## config.mk

```make
export PLATFORM = sky130hd
export DESIGN_NAME = positional_list_store_flat
export DESIGN_NICKNAME = d
export VERILOG_FILES = /design/src/design/plst_pkg.sv /design/src/design/plst_req_if.sv /design/src/design/plst_rsp_if.sv /design/src/design/positional_list_store.sv /design/src/design/plst_ram.sv /design/src/design/plst_ctrl.sv /design/src/design/plst_dp.sv /design/src/flat_wrapper.sv
export SDC_FILE = /design/constraint.sdc
export NUM_CORES = 2
export LEC_CHECK = 0
export BUFFER_PORTS_ARGS = -buffer_cell sky130_fd_sc_hd__buf_4
export CORE_MARGIN = 3
export CORE_UTILIZATION = 57
export DETAILED_ROUTE_END_ITERATION = 10
export GPL_ROUTABILITY_DRIVEN = 1
export PLACE_DENSITY = 0.79
export RECOVER_POWER = 50
export SYNTH_ARGS = -nofsm -noshare
export SYNTH_HDL_FRONTEND = slang
export SYNTH_SLANG_ARGS = --single-unit
```

## constraint.sdc

```tcl
create_clock -name clk -period 3.7 [get_ports clk]
set_input_delay 0.37 -clock clk [delete_from_list [all_inputs] [get_ports clk]]
set_output_delay 0.37 -clock clk [all_outputs]
set_load 0.02 [all_outputs]
```

## src/design/plst_pkg.sv

```systemverilog
// ----------------------------------------------------------------------------
// plst_pkg
// shared widths, codes and control types of the positional list store
// ----------------------------------------------------------------------------
package plst_pkg;

  localparam int DEPTH  = 64;
  localparam int IDX_W  = $clog2(DEPTH);
  localparam int CNT_W  = $clog2(DEPTH + 1);

  localparam int KIND_W = 3;
  localparam int POS_W  = 7;
  localparam int VAL_W  = 31;
  localparam int STAT_W = 2;
  localparam int CNTO_W = 7;

  // compare width covering both position and count
  localparam int CMP_W  = (POS_W > CNT_W) ? POS_W : CNT_W;

  typedef enum logic [KIND_W-1:0] {
    K_INS_HEAD = 3'd0,
    K_INS_POS  = 3'd1,
    K_INS_TAIL = 3'd2,
    K_REM_HEAD = 3'd3,
    K_REM_POS  = 3'd4,
    K_REM_TAIL = 3'd5,
    K_READ     = 3'd6
  } kind_t;

  typedef enum logic [STAT_W-1:0] {
    ST_DONE = 2'd0,
    ST_BAD  = 2'd1,
    ST_FULL = 2'd2
  } stat_t;

  typedef enum logic [7:0] {
    S_IDLE   = 8'b0000_0001,
    S_CHECK  = 8'b0000_0010,
    S_FETCH  = 8'b0000_0100,
    S_CATCH  = 8'b0000_1000,
    S_SHIFT  = 8'b0001_0000,
    S_DRAIN  = 8'b0010_0000,
    S_PUT    = 8'b0100_0000,
    S_RESULT = 8'b1000_0000
  } state_t;

  typedef struct packed {
    logic idle;
    logic check;
    logic fetch;
    logic catch_val;
    logic shift;
    logic drain;
    logic put;
    logic commit;
  } cmd_t;

  typedef struct packed {
    logic req_valid;
    logic bad;
    logic ins;
    logic rd;
    logic ins_at_end;
    logic rem_at_end;
    logic last;
    logic out_free;
  } sts_t;

endpackage

```

## src/design/plst_req_if.sv

```systemverilog
// ----------------------------------------------------------------------------
// plst_req_if
// request channel: kind, position and handle with valid/ready
// ----------------------------------------------------------------------------
interface plst_req_if;
  logic                         valid;
  logic                         ready;
  logic [plst_pkg::KIND_W-1:0]  kind;
  logic [plst_pkg::POS_W-1:0]   position;
  logic [plst_pkg::VAL_W-1:0]   value;

  modport source (output valid, kind, position, value, input ready);
  modport sink   (input valid, kind, position, value, output ready);
endinterface

```

## src/design/plst_rsp_if.sv

```systemverilog
// ----------------------------------------------------------------------------
// plst_rsp_if
// response channel: status, handle and count with valid/ready
// ----------------------------------------------------------------------------
interface plst_rsp_if;
  logic                         valid;
  logic                         ready;
  logic [plst_pkg::STAT_W-1:0]  status;
  logic [plst_pkg::VAL_W-1:0]   value_out;
  logic [plst_pkg::CNTO_W-1:0]  count_out;

  modport source (output valid, status, value_out, count_out, input ready);
  modport sink   (input valid, status, value_out, count_out, output ready);
endinterface

```

## src/design/positional_list_store.sv

```systemverilog
// ----------------------------------------------------------------------------
// positional_list_store
// ordered list of record handles with positional insert, remove and read
//
//   channel   dir   handshake      payload
//   in_req    in    valid/ready    kind, position, value
//   out_rsp   out   valid/ready    status, value_out, count_out
//
// one request at a time. a rejected request goes straight to its result, an
// insert at the tail writes its entry directly, and a read or a remove of the
// last entry moves nothing; any other insert or remove moves entries through
// the entry ram's single write port, one entry per cycle. synchronous active-low
// reset empties the list; entries need no clearing. a new request is taken
// while a result waits in the output register; a stalled output holds the
// next result in the sequencer.
// ----------------------------------------------------------------------------
module positional_list_store (
  input  logic        clk,
  input  logic        rst_n,
  plst_req_if.sink    in_req,
  plst_rsp_if.source  out_rsp
);

  plst_pkg::cmd_t cmd;
  plst_pkg::sts_t sts;

  plst_ctrl u_ctrl (
    .clk   (clk),
    .rst_n (rst_n),
    .sts   (sts),
    .cmd   (cmd)
  );

  plst_dp u_dp (
    .clk     (clk),
    .rst_n   (rst_n),
    .in_req  (in_req),
    .out_rsp (out_rsp),
    .cmd     (cmd),
    .sts     (sts)
  );

endmodule

```

## src/design/plst_ram.sv

```systemverilog
// ----------------------------------------------------------------------------
// plst_ram
// generic single write port ram with registered read
// ----------------------------------------------------------------------------
module plst_ram #(
  parameter int WIDTH = 32,
  parameter int DEPTH = 64
) (
  input  logic                     clk,
  input  logic                     we,
  input  logic [$clog2(DEPTH)-1:0] waddr,
  input  logic [WIDTH-1:0]         wdata,
  input  logic [$clog2(DEPTH)-1:0] raddr,
  output logic [WIDTH-1:0]         rdata
);

  logic [WIDTH-1:0] mem [DEPTH];

  always_ff @(posedge clk) begin
    if (we) begin
      mem[waddr] <= wdata;
    end
    rdata <= mem[raddr];
  end

endmodule

```

## src/design/plst_ctrl.sv

```systemverilog
// ----------------------------------------------------------------------------
// plst_ctrl
// sequencer for check, fetch, catch, shift, drain, put and result steps
// ----------------------------------------------------------------------------
module plst_ctrl (
  input  logic            clk,
  input  logic            rst_n,
  input  plst_pkg::sts_t  sts,
  output plst_pkg::cmd_t  cmd
);

  plst_pkg::state_t state_r, state_nxt;

  always_ff @(posedge clk) begin
    if (!rst_n) begin
      state_r <= plst_pkg::S_IDLE;
    end else begin
      state_r <= state_nxt;
    end
  end

  always_comb begin
    state_nxt = state_r;
    unique case (state_r)
      plst_pkg::S_IDLE: begin
        if (sts.req_valid) state_nxt = plst_pkg::S_CHECK;
      end
      plst_pkg::S_CHECK: begin
        if (sts.bad) state_nxt = plst_pkg::S_RESULT;
        else if (sts.ins) state_nxt = sts.ins_at_end ? plst_pkg::S_PUT : plst_pkg::S_SHIFT;
        else state_nxt = plst_pkg::S_FETCH;
      end
      plst_pkg::S_FETCH: state_nxt = plst_pkg::S_CATCH;
      plst_pkg::S_CATCH: begin
        if (sts.rd || sts.rem_at_end) state_nxt = plst_pkg::S_RESULT;
        else state_nxt = plst_pkg::S_SHIFT;
      end
      plst_pkg::S_SHIFT: begin
        if (sts.last) state_nxt = plst_pkg::S_DRAIN;
      end
      plst_pkg::S_DRAIN: state_nxt = sts.ins ? plst_pkg::S_PUT : plst_pkg::S_RESULT;
      plst_pkg::S_PUT:   state_nxt = plst_pkg::S_RESULT;
      plst_pkg::S_RESULT: begin
        if (sts.out_free) state_nxt = plst_pkg::S_IDLE;
      end
      default: state_nxt = plst_pkg::S_IDLE;
    endcase
  end

  always_comb begin
    cmd           = '0;
    cmd.idle      = (state_r == plst_pkg::S_IDLE);
    cmd.check     = (state_r == plst_pkg::S_CHECK);
    cmd.fetch     = (state_r == plst_pkg::S_FETCH);
    cmd.catch_val = (state_r == plst_pkg::S_CATCH);
    cmd.shift     = (state_r == plst_pkg::S_SHIFT);
    cmd.drain     = (state_r == plst_pkg::S_DRAIN);
    cmd.put       = (state_r == plst_pkg::S_PUT);
    cmd.commit    = (state_r == plst_pkg::S_RESULT) && sts.out_free;
  end

endmodule

```

## src/design/plst_dp.sv

```systemverilog
// ----------------------------------------------------------------------------
// plst_dp
// request registers, range checks, entry ram, shift pointer and output slot
// ----------------------------------------------------------------------------
module plst_dp (
  input  logic             clk,
  input  logic             rst_n,
  plst_req_if.sink         in_req,
  plst_rsp_if.source       out_rsp,
  input  plst_pkg::cmd_t   cmd,
  output plst_pkg::sts_t   sts
);

  localparam int IW = plst_pkg::IDX_W;
  localparam int CW = plst_pkg::CMP_W;

  plst_pkg::kind_t                kind_r;
  logic [plst_pkg::POS_W-1:0]     pos_r;
  logic [plst_pkg::VAL_W-1:0]     val_r;
  logic [plst_pkg::CNT_W-1:0]     cnt_r, cnt_nxt;
  logic [IW-1:0]                  tgt_r;
  plst_pkg::stat_t                stat_r;
  logic [plst_pkg::VAL_W-1:0]     res_val_r;
  logic [IW-1:0]                  ptr_r;
  logic                           pend_r;
  logic [IW-1:0]                  pend_addr_r;
  logic                           out_valid_r;
  logic [plst_pkg::STAT_W-1:0]    out_stat_r;
  logic [plst_pkg::VAL_W-1:0]     out_val_r;
  logic [plst_pkg::CNTO_W-1:0]    out_cnt_r;

  logic [CW-1:0]                  pos_c, cnt_c, tgt_c;
  plst_pkg::stat_t                stat_c;
  logic                           is_ins, is_rd;
  logic                           we;
  logic [IW-1:0]                  waddr, raddr;
  logic [plst_pkg::VAL_W-1:0]     wdata, rdata;

  // range checks
  assign pos_c = CW'(pos_r);
  assign cnt_c = CW'(cnt_r);
  assign is_ins = (kind_r == plst_pkg::K_INS_HEAD) || (kind_r == plst_pkg::K_INS_POS) ||
                  (kind_r == plst_pkg::K_INS_TAIL);
  assign is_rd  = (kind_r == plst_pkg::K_READ);

  always_comb begin
    tgt_c  = '0;
    stat_c = plst_pkg::ST_BAD;
    unique case (kind_r)
      plst_pkg::K_INS_HEAD, plst_pkg::K_INS_POS, plst_pkg::K_INS_TAIL: begin
        if (kind_r == plst_pkg::K_INS_POS) tgt_c = pos_c;
        else if (kind_r == plst_pkg::K_INS_TAIL) tgt_c = cnt_c;
        if (tgt_c > cnt_c) stat_c = plst_pkg::ST_BAD;
        else if (cnt_c >= CW'(plst_pkg::DEPTH)) stat_c = plst_pkg::ST_FULL;
        else stat_c = plst_pkg::ST_DONE;
      end
      plst_pkg::K_REM_HEAD, plst_pkg::K_REM_POS, plst_pkg::K_REM_TAIL: begin
        if (kind_r == plst_pkg::K_REM_POS) tgt_c = pos_c;
        else if (kind_r == plst_pkg::K_REM_TAIL) tgt_c = cnt_c - CW'(1);
        if (cnt_c == '0) stat_c = plst_pkg::ST_BAD;
        else if (tgt_c >= cnt_c) stat_c = plst_pkg::ST_BAD;
        else stat_c = plst_pkg::ST_DONE;
      end
      plst_pkg::K_READ: begin
        tgt_c  = pos_c;
        stat_c = (pos_c >= cnt_c) ? plst_pkg::ST_BAD : plst_pkg::ST_DONE;
      end
      default: begin
        tgt_c  = '0;
        stat_c = plst_pkg::ST_BAD;
      end
    endcase
  end

  // status to controller
  always_comb begin
    sts            = '0;
    sts.req_valid  = in_req.valid;
    sts.bad        = (stat_c != plst_pkg::ST_DONE);
    sts.ins        = is_ins;
    sts.rd         = is_rd;
    sts.ins_at_end = (tgt_c == cnt_c);
    sts.rem_at_end = ((CW'(tgt_r) + CW'(1)) == cnt_c);
    sts.last       = is_ins ? (ptr_r == tgt_r) : (CW'(ptr_r) == (cnt_c - CW'(1)));
    sts.out_free   = !out_valid_r || out_rsp.ready;
  end

  assign in_req.ready = cmd.idle;

  // entry store access
  always_comb begin
    raddr = ptr_r;
    if (cmd.fetch) raddr = tgt_r;
    we    = (cmd.shift && pend_r) || cmd.drain || cmd.put;
    waddr = cmd.put ? tgt_r : pend_addr_r;
    wdata = cmd.put ? val_r : rdata;
  end

  plst_ram #(
    .WIDTH (plst_pkg::VAL_W),
    .DEPTH (plst_pkg::DEPTH)
  ) u_ram (
    .clk   (clk),
    .we    (we),
    .waddr (waddr),
    .wdata (wdata),
    .raddr (raddr),
    .rdata (rdata)
  );

  // count after the request
  always_comb begin
    cnt_nxt = cnt_r;
    if (stat_r == plst_pkg::ST_DONE) begin
      if (is_ins) cnt_nxt = cnt_r + plst_pkg::CNT_W'(1);
      else if (!is_rd) cnt_nxt = cnt_r - plst_pkg::CNT_W'(1);
    end
  end

  // request and working registers
  always_ff @(posedge clk) begin
    if (cmd.idle && in_req.valid) begin
      kind_r <= plst_pkg::kind_t'(in_req.kind);
      pos_r  <= in_req.position;
      val_r  <= in_req.value;
    end
    if (cmd.check) begin
      tgt_r     <= IW'(tgt_c);
      stat_r    <= stat_c;
      res_val_r <= '0;
      ptr_r     <= IW'(cnt_c - CW'(1));
    end
    if (cmd.catch_val) begin
      res_val_r <= rdata;
      ptr_r     <= tgt_r + IW'(1);
    end
    if (cmd.shift) begin
      pend_addr_r <= is_ins ? (ptr_r + IW'(1)) : (ptr_r - IW'(1));
      ptr_r       <= is_ins ? (ptr_r - IW'(1)) : (ptr_r + IW'(1));
    end
    if (cmd.commit) begin
      out_stat_r <= stat_r;
      out_val_r  <= res_val_r;
      out_cnt_r  <= plst_pkg::CNTO_W'(cnt_nxt);
    end
  end

  // control state
  always_ff @(posedge clk) begin
    if (!rst_n) begin
      cnt_r       <= '0;
      pend_r      <= 1'b0;
      out_valid_r <= 1'b0;
    end else begin
      if (cmd.commit) cnt_r <= cnt_nxt;
      if (cmd.shift) pend_r <= 1'b1;
      else if (cmd.drain || cmd.check) pend_r <= 1'b0;
      if (cmd.commit) out_valid_r <= 1'b1;
      else if (out_rsp.ready) out_valid_r <= 1'b0;
    end
  end

  assign out_rsp.valid     = out_valid_r;
  assign out_rsp.status    = out_stat_r;
  assign out_rsp.value_out = out_val_r;
  assign out_rsp.count_out = out_cnt_r;

endmodule

```

## src/flat_wrapper.sv

```systemverilog
// flat-port wrapper written by rule: the top's interface ports become plain ports
module positional_list_store_flat 
  (clk, rst_n, in_req_valid, in_req_kind, in_req_position, in_req_value, in_req_ready, out_rsp_valid, out_rsp_status, out_rsp_value_out, out_rsp_count_out, out_rsp_ready);
  plst_req_if in_req_i ();
  plst_rsp_if out_rsp_i ();
  input  logic clk;
  input  logic rst_n;
  input wire logic [$bits(in_req_i.valid)-1:0] in_req_valid;
  input wire logic [$bits(in_req_i.kind)-1:0] in_req_kind;
  input wire logic [$bits(in_req_i.position)-1:0] in_req_position;
  input wire logic [$bits(in_req_i.value)-1:0] in_req_value;
  output wire logic [$bits(in_req_i.ready)-1:0] in_req_ready;
  output wire logic [$bits(out_rsp_i.valid)-1:0] out_rsp_valid;
  output wire logic [$bits(out_rsp_i.status)-1:0] out_rsp_status;
  output wire logic [$bits(out_rsp_i.value_out)-1:0] out_rsp_value_out;
  output wire logic [$bits(out_rsp_i.count_out)-1:0] out_rsp_count_out;
  input wire logic [$bits(out_rsp_i.ready)-1:0] out_rsp_ready;
  assign in_req_i.valid = in_req_valid;
  assign in_req_i.kind = in_req_kind;
  assign in_req_i.position = in_req_position;
  assign in_req_i.value = in_req_value;
  assign in_req_ready = in_req_i.ready;
  assign out_rsp_valid = out_rsp_i.valid;
  assign out_rsp_status = out_rsp_i.status;
  assign out_rsp_value_out = out_rsp_i.value_out;
  assign out_rsp_count_out = out_rsp_i.count_out;
  assign out_rsp_i.ready = out_rsp_ready;
  positional_list_store u_core (.clk(clk), .rst_n(rst_n), .in_req(in_req_i), .out_rsp(out_rsp_i));
endmodule
```

==> After elaboration in Yosys (flattened, before gate mapping) <==
Memories as Yosys holds them, arrays and structs flattened. A register that Yosys moved wholly into a read port is not among the register bits.
Index checks and enable logic that the tools add are counted.
{ "totals": {"input_bits": 45, "ramBits": 1984, "n_memories": 1, "regBits": 149} }
{ "memory_table": {"columns": ["name", "depth", "width", "read_ports", "rd_ports_with_merged_regs", "write_ports", "line_no", "text"], "rows": [
  ["u_core.u_dp.u_ram.mem", 64, 31, 1, 1, 1, "plst_ram.sv:17", "logic [WIDTH-1:0] mem [DEPTH];"]
]} }
{ "op_classes": {"add_sub_neg": 6, "muxes": 42, "n_eq_ne": 21, "magnitude_cmp": 4, "reduce_logical": 22} }
{ "ops": {"columns": ["cell", "count"], "rows": [
  ["$mux W31", 3],
  ["$mux W7", 11],
  ["$pmux W8 S8", 1],
  ["$mux W8", 6],
  ["$mux W6", 7],
  ["$pmux W7 S3", 1],
  ["$eq A7 B7 Y1", 2],
  ["$ge A7 B7 Y1", 2],
  ["$add A6 B1 Y6 const B", 2],
  ["$mux W1", 10],
  ["$eq A3 B3 Y1 const B", 3],
  ["$eq A8 B1 Y1 const B", 1],
  ["$eq A8 B2 Y1 const B", 1],
  ["$eq A8 B3 Y1 const B", 1],
  ["$eq A8 B4 Y1 const B", 1],
  ["$eq A8 B5 Y1 const B", 1],
  ["$eq A8 B6 Y1 const B", 1],
  ["$eq A8 B7 Y1 const B", 1],
  ["$eq A8 B8 Y1 const B", 1],
  ["$reduce_bool A2 Y1", 4],
  ["$add A6 B1 Y7 const B", 1],
  ["$add A7 B1 Y7 const B", 1],
  ["$eq A6 B7 Y1", 1],
  ["$ge A7 B7 Y1 const B", 1],
  ["19 further kinds", 31]
]} }

==> Logic depth before layout (Yosys ltp) <==
{ "logic_depth": {"word_depth": 11, "mapped_depth": 14, "ltp_nobuf": 13} }

==> Cells and area by module <==
Synthesis repeated with hierarchy kept, for this count alone.
{ "hier_totals": {"hier_cells": 4113, "hier_area_um2": 84252.1} }
{ "by_module_without_submodules": {"columns": ["mod", "n_inst", "seq_area_each_um2", "area_per_inst_um2", "cells_each"], "rows": [
  ["plst_ram", 1, 60197.7, 76305.7, 3418],
  ["plst_dp", 1, 4144.0, 7422.1, 634],
  ["plst_ctrl", 1, 160.2, 524.3, 61]
]} }

==> Worst setup path before layout <==
Ideal clock, no wire load.
{ "synth_timing": {"path_kind": "register to register", "startpoint": "register u_core.u_ctrl.state_r[7]", "endpoint": "memory u_core.u_dp.u_ram.mem[47][0] in the netlist's numbering (enable)", "n_path_buf": 1, "path_stages_with_launch": 9, "t_arrival_ns": 3.622, "setup_ns": 0.419, "required_time_ns": 3.281, "slack_ns": -0.341, "path_cell_list": "dfxtp_1 > or4_1 > nor3_1 > nand3b_1 > clkinv_1 > a21oi_1 > or3b_2 > clkbuf_1 > nor2_1"} }
{ "synth_rtl": {"columns": ["item", "line_no", "text"], "rows": [
  ["start: declaration", "plst_ctrl.sv:12", "plst_pkg::state_t state_r, state_nxt;"],
  ["start signal: assignment", "plst_ctrl.sv:16", "state_r <= plst_pkg::S_IDLE;"],
  ["start signal: assignment", "plst_ctrl.sv:18", "state_r <= state_nxt;"],
  ["end: declaration", "plst_ram.sv:17", null]
]} }

==> Worst setup path after layout <==
{ "layout_timing": {"startpoint": "register u_core.u_ctrl.state_r[7]", "endpoint": "register u_core.u_dp.u_ram.rdata[5], read port of u_core.u_dp.u_ram.mem"} }
{ "layout_via": {"elab_chain_len": 2} }
{ "layout_rtl": {"columns": ["item", "line_no", "text"], "rows": [
  ["$eq A8 B3 Y1", "plst_ctrl.sv:54", "cmd.fetch = (state_r == plst_pkg::S_FETCH);"],
  ["$mux W6", "plst_dp.sv:93", "if (cmd.fetch) raddr = tgt_r;"],
  ["end: declaration", "plst_ram.sv:14", "output logic [WIDTH-1:0] rdata"]
]} }
No other way between the ends.
A chain may end at the register's enable or synchronous reset.

==> flow_metrics.tcl <==
set metrics [dict create \
    grt_max_degree 68 \
    hold_path.class "input pin to register" \
    synth_area_leaders "edfxtp_1 (75%), mux2i_1 (6.3%), nand2_1 (4.4%), o22ai_1 (1.9%), nand3_1 (1.6%)" \
    p_sw_share_pct 19.5 \
    hold_viol 0 \
    setup_ws_ps -62.2 \
    post-route-min-period_ps 3760 \
    grt_pass1_vias 51300 \
    synth-seq-cells 2164 \
    syn-num-nets 5659 \
    wl_met3_microns 30000 \
    period_share_pct 102 \
    path_class "register to register" \
    netlist_area_sq_mm 0.0847 \
    start_kind "register" \
    grt_pass1_wl_microns 330000 \
    max_slew_margin_pct -8.17 \
    drt-wirelength-per-cell_microns 28.7 \
    cp_slowest_cell "or4b_4" \
    drt-met1-wl_microns 82200 \
    setup_viol 5 \
    firstDrtPassIters 6 \
    async_reset_ff_share_pct 0 \
    clockPowerShare_pct 42.0 \
    rows 140 \
    route.top_layer_used "met5" \
    cts_tree "done" \
    reg2reg_depth 13 \
    die_h_microns 391 \
    dpl_cell_area_sq_mm 0.0912 \
    cts_buffer_depth 3 \
    hpwl_microns 130000 \
    cp_slowest_stage_delay_ps 560 \
    gp_congestion 0.897 \
    die-width_microns 391 \
    die-area_sq_mm 0.153 \
    synth_area_per_cell_sq_um 15.2 \
    vias 52900 \
    finalInstanceArea_sq_mm 0.0980 \
    fin_util_pct 66.8 \
    fin_nets 5994 \
    power_leakage_uw 0.0318 \
    drive_gt1_share_pct 13.1 \
    holdWs_ps 299 \
    drt-total-wl_microns 230000 \
    cts_root_buf "clkbuf_16" \
    cp.arrival_ps 4450 \
    cts.htree.levels 4 \
    hold-path-cell-count 2 \
    finalMaxSlewViolations 26 \
    routed_via_density 6.61 \
    areaGrowthSynthToFinish_pct 15.7 \
    initial_core_util_pct 57.8 \
    grt_overflow 0 \
    synth_edf_count 2116 \
    cts_made_buffers 202 \
    outcome "finished, violations left" \
    antenna_found_initial 15 \
    cts.sinks 2164 \
    combPwrFrac_pct 1.5 \
    violations "max-capacitance violations, max-slew violations, negative setup slack" \
    yosysTopAreaCellShare_pct 75.0 \
    synthCells 5588 \
    met2_length_microns 108000 \
    peakVddDrop_mv 0.417 \
    initialDrtViolationCount 7779 \
    cp_max_fo 11 \
    cp.required_ps 4390 \
    powerDensity_mw_per_mm2 484 \
    r2r_start "u_core.u_ctrl.state_r[7]$_SDFFE_PN0P_" \
    clk_pin_slew_ps 60 \
    p_switching_uw 9260 \
    fill_cells 9107 \
    ioPinCount 87 \
    crit_buf_inv 5 \
    intPower_uw 38100 \
    rsz0062_at_grt "yes" \
    max_freq_mhz 266 \
    fin_skew_ps 37.4 \
    clk_latency_ps 820 \
    yosysWarnings 0 \
    drcViolationCount 0 \
    worst_pin_slew_ps 1620 \
    crit_family "simple AND/OR/NAND/NOR gates" \
    synth_area_leader_cell "edfxtp_1" \
    whs_endpoint "u_core.u_dp.val_r[30]$_DFFE_PP_" \
    endpoint_kind "register" \
    gr-usage-all-layers_pct 29.2 \
    seq_power_share_pct 56.5 \
    synth_cell_types 72 \
    core_area_sq_mm 0.147 \
    hp-start "in_req_value[30]" \
    cp_cell_sequence "buf_6, or4b_4, o21ai_4, and2_4, buf_12, buf_16, buf_4, clkbuf_16, mux2i_1, o22ai_1, o21ai_1, nand4_1, or2_1" \
    r2r_setup_slack_ps -60 \
    reg2reg_to "u_core.u_dp.u_ram.rdata[5]$_DFF_P_" \
    antenna_left 0 \
    synth-main-ff-cell "edfxtp_1" \
    maxCapViolations 1 \
    ys_seq_area_share_pct 76.2 \
    io_buffers 86 \
    finalSetupTns_ps -196 \
]
## metrics by stage
stage	total power (uW)	cells	worst slack [ps]
final	47400	8003	-62.2
after global routing	48500	8001	-90.4
after CTS	47500	7980	1.39
after detailed placement	27900	7564	-184
after global placement	27900	7564	-173
after floorplan	27600	5588	-341
## logic make-up after synthesis
group           count (synthesis)  synth area share [%]
mux                           531                  6.28
xor+xnor                       34                 0.352
simple gates                 1694                  8.95
compound gates                769                  5.81
flops                        2164                  76.2
fa+ha+maj                      26                 0.384
buf+inv                       370                  2.05
## power groups by stage
stage	Combinational, uW	Sequential (uW)	Clock [uW]
2_1_floorplan	374	27300	0
3_3_place_gp	635	27300	0
3_5_place_dp	654	27300	0
4_1_cts	705	26800	20000
5_1_grt	752	26800	21000
6_report	702	26800	19900
## Yosys cell counts (31+ instances only)
library cell,number
o21ai_0,78
edfxtp_1,2116
a21oi_1,118
nand4_1,158
nand2_1,995
dfxtp_1,48
clkbuf_1,169
buf_4,44
buf_2,119
nor2_1,96
nand3_1,271
and2_1,42
mux2i_1,530
o21ai_1,85
a32oi_1,124
or2_1,31
a31oi_1,41
o22ai_1,252
## how the worst max path moves through the flow
| stage | slack (ps) | from | depth (start not counted) | to |
|---|---|---|---|---|
| final | -60 | u_core.u_ctrl.state_r[7]$_SDFFE_PN0P_ | 13 | u_core.u_dp.u_ram.rdata[5]$_DFF_P_ |
| after global routing | -90 | u_core.u_ctrl.state_r[7]$_SDFFE_PN0P_ | 13 | u_core.u_dp.u_ram.rdata[14]$_DFF_P_ |
| after CTS | 1 | u_core.u_ctrl.state_r[7]$_SDFFE_PN0P_ | 12 | u_core.u_dp.u_ram.rdata[26]$_DFF_P_ |
| after detailed placement | -180 | u_core.u_ctrl.state_r[7]$_SDFFE_PN0P_ | 11 | u_core.u_dp.u_ram.rdata[25]$_DFF_P_ |
| after global placement | -170 | u_core.u_ctrl.state_r[7]$_SDFFE_PN0P_ | 11 | u_core.u_dp.u_ram.rdata[25]$_DFF_P_ |
| after floorplan | -340 | u_core.u_ctrl.state_r[7]$_SDFFE_PN0P_ | 8 | u_core.u_dp.u_ram.mem[47][0]$_DFFE_PP_ |
## state kept, by name, indices dropped and copies added, names as in the netlist, 3 cells and up
register / count
u_core.u_dp.u_ram.mem: 1984
u_core.u_dp.out_rsp.value_out: 31
u_core.u_dp.res_val_r: 31
u_core.u_dp.u_ram.rdata: 31
u_core.u_dp.val_r: 31
u_core.u_ctrl.state_r: 8
u_core.u_dp.cnt_c: 7
u_core.u_dp.out_rsp.count_out: 7
u_core.u_dp.pos_c: 7
u_core.u_dp.pend_addr_r: 6
u_core.u_dp.ptr_r: 6
u_core.u_dp.tgt_r: 6
u_core.u_dp.kind_r: 3
## area by class of cell
class	instances	area (sq um)	area share (%)
Sequential cell	2164	64500	65.8
Tap cell	1917	2400	2.45
Antenna cell	2	5.00	0.00511
Inverter	18	67.6	0.0690
Clock buffer	281	5590	5.71
Multi-Input combinational cell	3055	19200	19.6
Timing Repair Buffer	482	5480	5.60
Clock inverter	84	693	0.708
## repair_timing
item,CTS,global route
setup endpoints to repair,17,203
endpoints found under the hold margin,58,0
hold buffers,45,0
resized for setup,12,38
setup buffers,5,14
cloned,2,8
pin swaps,11,35
## cells in the final DEF (no fill, tap or decap), types with 70 or more instances in the layout
master	n
nand3_1	269
a32oi_1	124
buf_4	165
buf_12	129
o21ai_1	83
clkbuf_4	70
clkbuf_16	216
mux2i_1	527
a21oi_1	118
nand2_1	972
clkbuf_1	111
nand4_1	158
edfxtp_1	2116
o22ai_1	252
## metal layers
layer	vias to the layer above	track usage (%)
met2	4083	46.4
met1	26000	39.4
met5	-	0
met3	660	6.42
met4	4	11.9
li1	22100	-
Note: power is estimated with default switching activity, not from simulation.
